$ cat src/hw/rtl/fvn_pkg.sv
// ----------------------------------------------------------------------------
// fvn_pkg - shared constants and helpers for the fractal value noise block
// Hash multipliers, register indexes and the fixed-point lerp.
// ----------------------------------------------------------------------------
package fvn_pkg;

    localparam logic [31:0] HASH_MUL_X       = 32'd374761393;
    localparam logic [31:0] HASH_MUL_Y       = 32'd668265263;
    localparam logic [31:0] HASH_MUL_Z       = 32'd1274126177;
    localparam logic [31:0] OCTAVE_SEED_STEP = 32'd31;

    localparam int          CFG_IDX_W        = 4;
    localparam logic [CFG_IDX_W-1:0] CFG_NOISE_SEED   = 4'd0;
    localparam logic [CFG_IDX_W-1:0] CFG_OCTAVE_COUNT = 4'd1;

    localparam int          VAL_W            = 16;

    // (a*(1-w) + b*w) in Q0.16, truncating
    function automatic logic [VAL_W-1:0] lerp16(input logic [VAL_W-1:0] a,
                                                input logic [VAL_W-1:0] b,
                                                input logic [VAL_W-1:0] w);
        logic [32:0] r;
        r = 33'(a) * 33'(17'h10000 - 17'(w)) + 33'(b) * 33'(w);
        return r[31:16];
    endfunction

endpackage

$ cat src/hw/rtl/fvn_div.sv
// ----------------------------------------------------------------------------
// fvn_div - pipelined restoring divider
// Divide the weighted octave sum by 2^n - 1, one quotient bit per stage.
// ----------------------------------------------------------------------------
module fvn_div #(
    parameter int ACC_W = 24,
    parameter int DIV_W = 8
) (
    input  logic             clk,
    input  logic             rst_n,
    input  logic             adv,
    input  logic [DIV_W-1:0] divisor,
    input  logic             i_valid,
    input  logic [ACC_W-1:0] i_sum,
    output logic             o_valid,
    output logic [15:0]      o_quot
);

    localparam int STEPS = fvn_pkg::VAL_W;

    logic [STEPS-1:0] valid_reg;
    logic [ACC_W-1:0] rem_reg [STEPS];
    logic [STEPS-1:0] q_reg   [STEPS];
    logic [ACC_W-1:0] rem_next[STEPS];
    logic [STEPS-1:0] q_next  [STEPS];

    always_comb
    begin
        logic [ACC_W-1:0] rem_in;
        logic [STEPS-1:0] q_in;
        logic [ACC_W:0]   trial;
        for (int j = 0; j < STEPS; j++)
        begin
            rem_in = (j == 0) ? i_sum : rem_reg[(j == 0) ? 0 : j-1];
            q_in   = (j == 0) ? '0 : q_reg[(j == 0) ? 0 : j-1];
            trial  = {1'b0, rem_in} - ((ACC_W+1)'(divisor) << (STEPS-1-j));
            if (!trial[ACC_W])
            begin
                rem_next[j] = trial[ACC_W-1:0];
                q_next[j]   = {q_in[STEPS-2:0], 1'b1};
            end
            else
            begin
                rem_next[j] = rem_in;
                q_next[j]   = {q_in[STEPS-2:0], 1'b0};
            end
        end
    end

    always_ff @(posedge clk)
    begin
        if (adv)
        begin
            for (int j = 0; j < STEPS; j++)
            begin
                rem_reg[j] <= rem_next[j];
                q_reg[j]   <= q_next[j];
            end
        end
    end

    always_ff @(posedge clk or negedge rst_n)
    begin
        if (!rst_n)
            valid_reg <= '0;
        else if (adv)
            valid_reg <= {valid_reg[STEPS-2:0], i_valid};
    end

    assign o_valid = valid_reg[STEPS-1];
    assign o_quot  = q_reg[STEPS-1];

endmodule

$ cat config.mk
export PLATFORM = sky130hd
export DESIGN_NAME = fvn_div
export DESIGN_NICKNAME = d
export VERILOG_FILES = /design/src/hw/rtl/fvn_pkg.sv /design/src/hw/rtl/fvn_div.sv
export SDC_FILE = /design/constraint.sdc
export NUM_CORES = 1
export LEC_CHECK = 0
export CORE_MARGIN = 1.5
export CORE_UTILIZATION = 55
export CTS_CLUSTER_SIZE = 24
export DETAILED_ROUTE_END_ITERATION = 8
export DONT_BUFFER_PORTS = 1
export GPL_TIMING_DRIVEN = 0
export MAX_ROUTING_LAYER = met4
export PLACE_DENSITY = 0.7
export SLEW_MARGIN = 10
export SYNTH_ARGS = -nofsm -noshare
export SYNTH_HDL_FRONTEND = slang
export SYNTH_SLANG_ARGS = --single-unit
$ cat constraint.sdc
create_clock -name clk -period 3.35 [get_ports clk]
set_clock_uncertainty 0.2 [all_clocks]
set_input_delay 0.67 -clock clk [delete_from_list [all_inputs] [get_ports clk]]
set_output_delay 0.67 -clock clk [all_outputs]
set_load 0.01 [all_outputs]
==> impl.org <==
** Status
- The run finished, with violations left.
- The final reports fail on slew limit.

** Die
- For this configuration, the core starts out at a cell density of 0.557.
- Core Region :: 44,200 um2
- The die covers 46,100 um2.
- The floorplan step set the die height to 215 um.
- # IOs :: 53
- In this run the horizontal extent of the chip is 215 um.
- Row Count :: 77

** GRT
- The total overflow left after global routing is 0.
- For this run, the total global-route usage over all layers was measured as 0.198.
- Initial antenna violation count :: 0
- Entering global routing, the biggest net connects 497 pins.
- The first global-routing pass estimated 71,400 um of wire.
- Vias in the first global route :: 14,351

** STA
- Setup repair after global routing missed its margin :: no
- Final cycle utilization of the critical path :: 0.946
- Tightest slew margin relative to the limit :: -0.365
- # setup viols final :: 0
- Timing would allow up to 0.316 GHz.
- Least-Margin Pin Slew :: 2.05 ns
- The max-slew violation count came to 304.
- The routed design could run at a clock period as short as 3.17 ns.
- Final hold vios :: 0

** Final layout
- In the layout the commonest cells are edfxtp_1, nor2_1, nand2_1.
- Non-filler instance count after layout :: 2,591
- Total of fill cells in the finished design :: 3,280
- Net count of the finished layout :: 2,132
- Relative area change from synthesis to final layout :: 12.1%
- Ratio of cells with drive above 1 in the final layout :: 0.107
- The register with the most flip-flops in the layout has 360 of them.
- Antenna cells :: 0
- Share of the core filled with cells in the final layout :: 0.624
- Leading cell type in the layout, fill and taps excluded :: edfxtp_1

** Route
- Via count :: 14,716
- Number of DRC markers after the initial detailed-route iteration :: 993
- In the final routed layout, each cell accounts on average for 16.9 um.
- The detail route stage leaves a number of antenna-violating nets equal to 0.
- Total length of routed wires :: 43,900 um
- The first TritonRoute pass finished after 5 iterations.
- DRC Markers :: 0
- Per-cell via count in the routed design :: 5.68

** Setup path
- Cells traversed along the worst timing path :: clkinvlp_4 > ha_1 > nor2b_1 > a311oi_1 > o311ai_0 > nor4b_1 > xor2_1
- End point of the critical path :: rem_reg[1][93]$_DFFE_PP_
- Worst reg2reg path startpoint :: rem_reg[0][129]$_DFFE_PP_
- Worst setup path category :: in2reg
- Startpoint type of the worst setup path :: input pin
- Worst reg-to-reg path cell count :: 10
- Largest stage delay on the critical path :: 0.55 ns
- Data on the critical path is required at its endpoint by 3.48 ns.
- Slack of the worst reg-to-reg path :: 0.20 ns
- Of all nets on the critical path, the largest fanout is 16.
- Critical R2R Capture :: rem_reg[0][167]$_DFFE_PP_
- Critical path's slowest cell :: ha_1
- STA classifies the critical path endpoint as a register.
- Arrival time worst endpoint :: 3.30 ns
- Tracing the worst setup path back leads to its startpoint at divisor[4].

** Synth
- Number of enable flip-flop cells after synthesis :: 496
- Synthesized area per cell :: 13.2 um2
- Syn_nets :: 2,039
- The share of synthesized area in the top cell type comes to 0.605.
- Sequential share of the synthesized area :: 0.621
- Synthesized cell area :: 24,600 um2
- Counting flops with an async set or reset pin after synthesis yields a share of 0.0313.
- Total of flip-flops plus latches after synthesis :: 512
- Biggest area consumer among synthesized cells :: edfxtp_1
- The number of different library cells used by synthesis comes to 73.
- Leading cell types by total area after synthesis :: edfxtp_1, ha_1, mux2_2, xor2_1, o21ai_0
- Syn. warnings :: 0
- Synth Flop Type :: edfxtp_1
- Synthesis produced 1,861 cells.

** Job
- Max-cap violation count :: 0

** CTS
- The longest clock path from root to sink contains 3 buffers.
- The clock net in this run drives a total of 512 sinks.
- The later pin in the worst-skew pair is clocked with a latency of 0.60 ns.
- The H-tree was split into 2 levels.
- Clock-pin slew was measured on the worst setup and hold paths at 0.06 ns.
- TritonCTS built the clock tree.
- CTS buffer count :: 53
- In this run the clock root is driven by a clkbuf_16.

** Placement
- In this run, placement finished with an instance count of 2,453.
- Half-perimeter wire length after detailed placement :: 27,500 um
- The count of buffers added on input and output ports is 0.
- At the end of routability-driven placement, the weighted congestion stood at 0.882.

** Power
- VDD sags by at most 495 uV.
- Leakage dissipation :: 9.75 nW
- Power per standard cell area :: 702 nW/um2

** Worst hold path
- The tightest min-delay check is of the in2reg type.
[final cells by class]
type / count / area, um2 / area share
clock buffers: 61 / 1400 / 0.0507
well taps: 592 / 741 / 0.0268
clock inverters: 39 / 385 / 0.0140
flip-flops and latches: 512 / 15300 / 0.554
repair inverters: 1 / 7.51 / 0.000272
inverters: 64 / 267 / 0.00966
plain buffers: 23 / 96.3 / 0.00349
repair buffers: 38 / 380 / 0.0138
multi-input cells: 1261 / 9030 / 0.327
[power breakdown]
group	leakage (nW)	switching (W)	internal [W]	total, W
sequential	4.91	0.000694	0.00848	0.00918
clock	0.866	0.00244	0.00354	0.00598
combinational	3.97	0.00224	0.00199	0.00423
[stage by stage]
step                      TNS [ns]  power [W]  setup slack, ns  hold slack, ns  instance area, um2
final                            0     0.0194            0.182          0.0553               27600
after global routing             0     0.0204          0.00847          0.0218               27600
after CTS                        0     0.0195          0.00125          0.0158               27400
after detailed placement   -108.32     0.0134           -0.898           0.175               25400
after global placement      -95.55     0.0132           -0.861           0.175               25400
after floorplan            -0.0387     0.0124          -0.0193           0.174               24600
[worst max-delay path, delay by kind of cell]
family                   cells  cell delay, ns
AO/OA/AOI/OAI                2            0.94
XOR/XNOR                     1            0.11
adder cells (fa/ha/maj)      1            0.55
buffers and inverters        1            0.45
AND/OR/NAND/NOR              2            0.56
[per-layer routing]
layer | track usage | vias up | routed length (um)
li1 | - | 7249 | -
met1 | 0.253 | 7120 | 19700
met2 | 0.318 | 250 | 21200
met3 | 0.0332 | 97 | 1590
met4 | 0.0732 | 0 | 1440
met5 | - | - | 0
[synthesized netlist by cell type, drive strengths merged, types with 15 or more instances]
library cell,number
mux2,64
o31ai,27
o21ai,129
xor2,73
o21a,30
nor3,76
a21o,20
a211oi,16
nand2,128
nand2b,37
xnor2,70
nor2,130
a21oi,68
inv,63
nand3,21
fa,15
nor4,22
clkbuf,18
dfrtp,16
nor2b,34
edfxtp,496
or3,26
ha,127
[timing repair]
action	CTS	global route
buffers inserted	6	14
gates cloned	1	0
hold endpoints to repair	34	0
hold buffers	18	0
gates resized for setup	9	7
setup endpoints to repair	61	68
[cell families after synthesis]
kind of cell,count (synthesis),share of synthesized area
AOI/OAI and AO/OA,368,0.0951
buffers and inverters,88,0.0136
xor gates and xnor gates,143,0.0509
and+or+nand+nor,534,0.109
muxes,74,0.0333
DFF,512,0.621
adders and majority gates,142,0.0767
[worst min-delay path by stage]
stage | startpoint | endpoint | slack [ns] | depth (start not counted)
final | adv | rem_reg[0][8]$_DFFE_PP_ | 0.06 | 0
after detailed placement | rst_n | valid_reg[13]$_DFFE_PN0P_ | 0.17 | 0
after floorplan | rst_n | valid_reg[0]$_DFFE_PN0P_ | 0.17 | 0
after global routing | adv | rem_reg[0][8]$_DFFE_PP_ | 0.02 | 0
after global placement | rst_n | valid_reg[13]$_DFFE_PN0P_ | 0.17 | 0
after CTS | adv | rem_reg[0][8]$_DFFE_PP_ | 0.02 | 0
(Power assumes the default switching activity.)
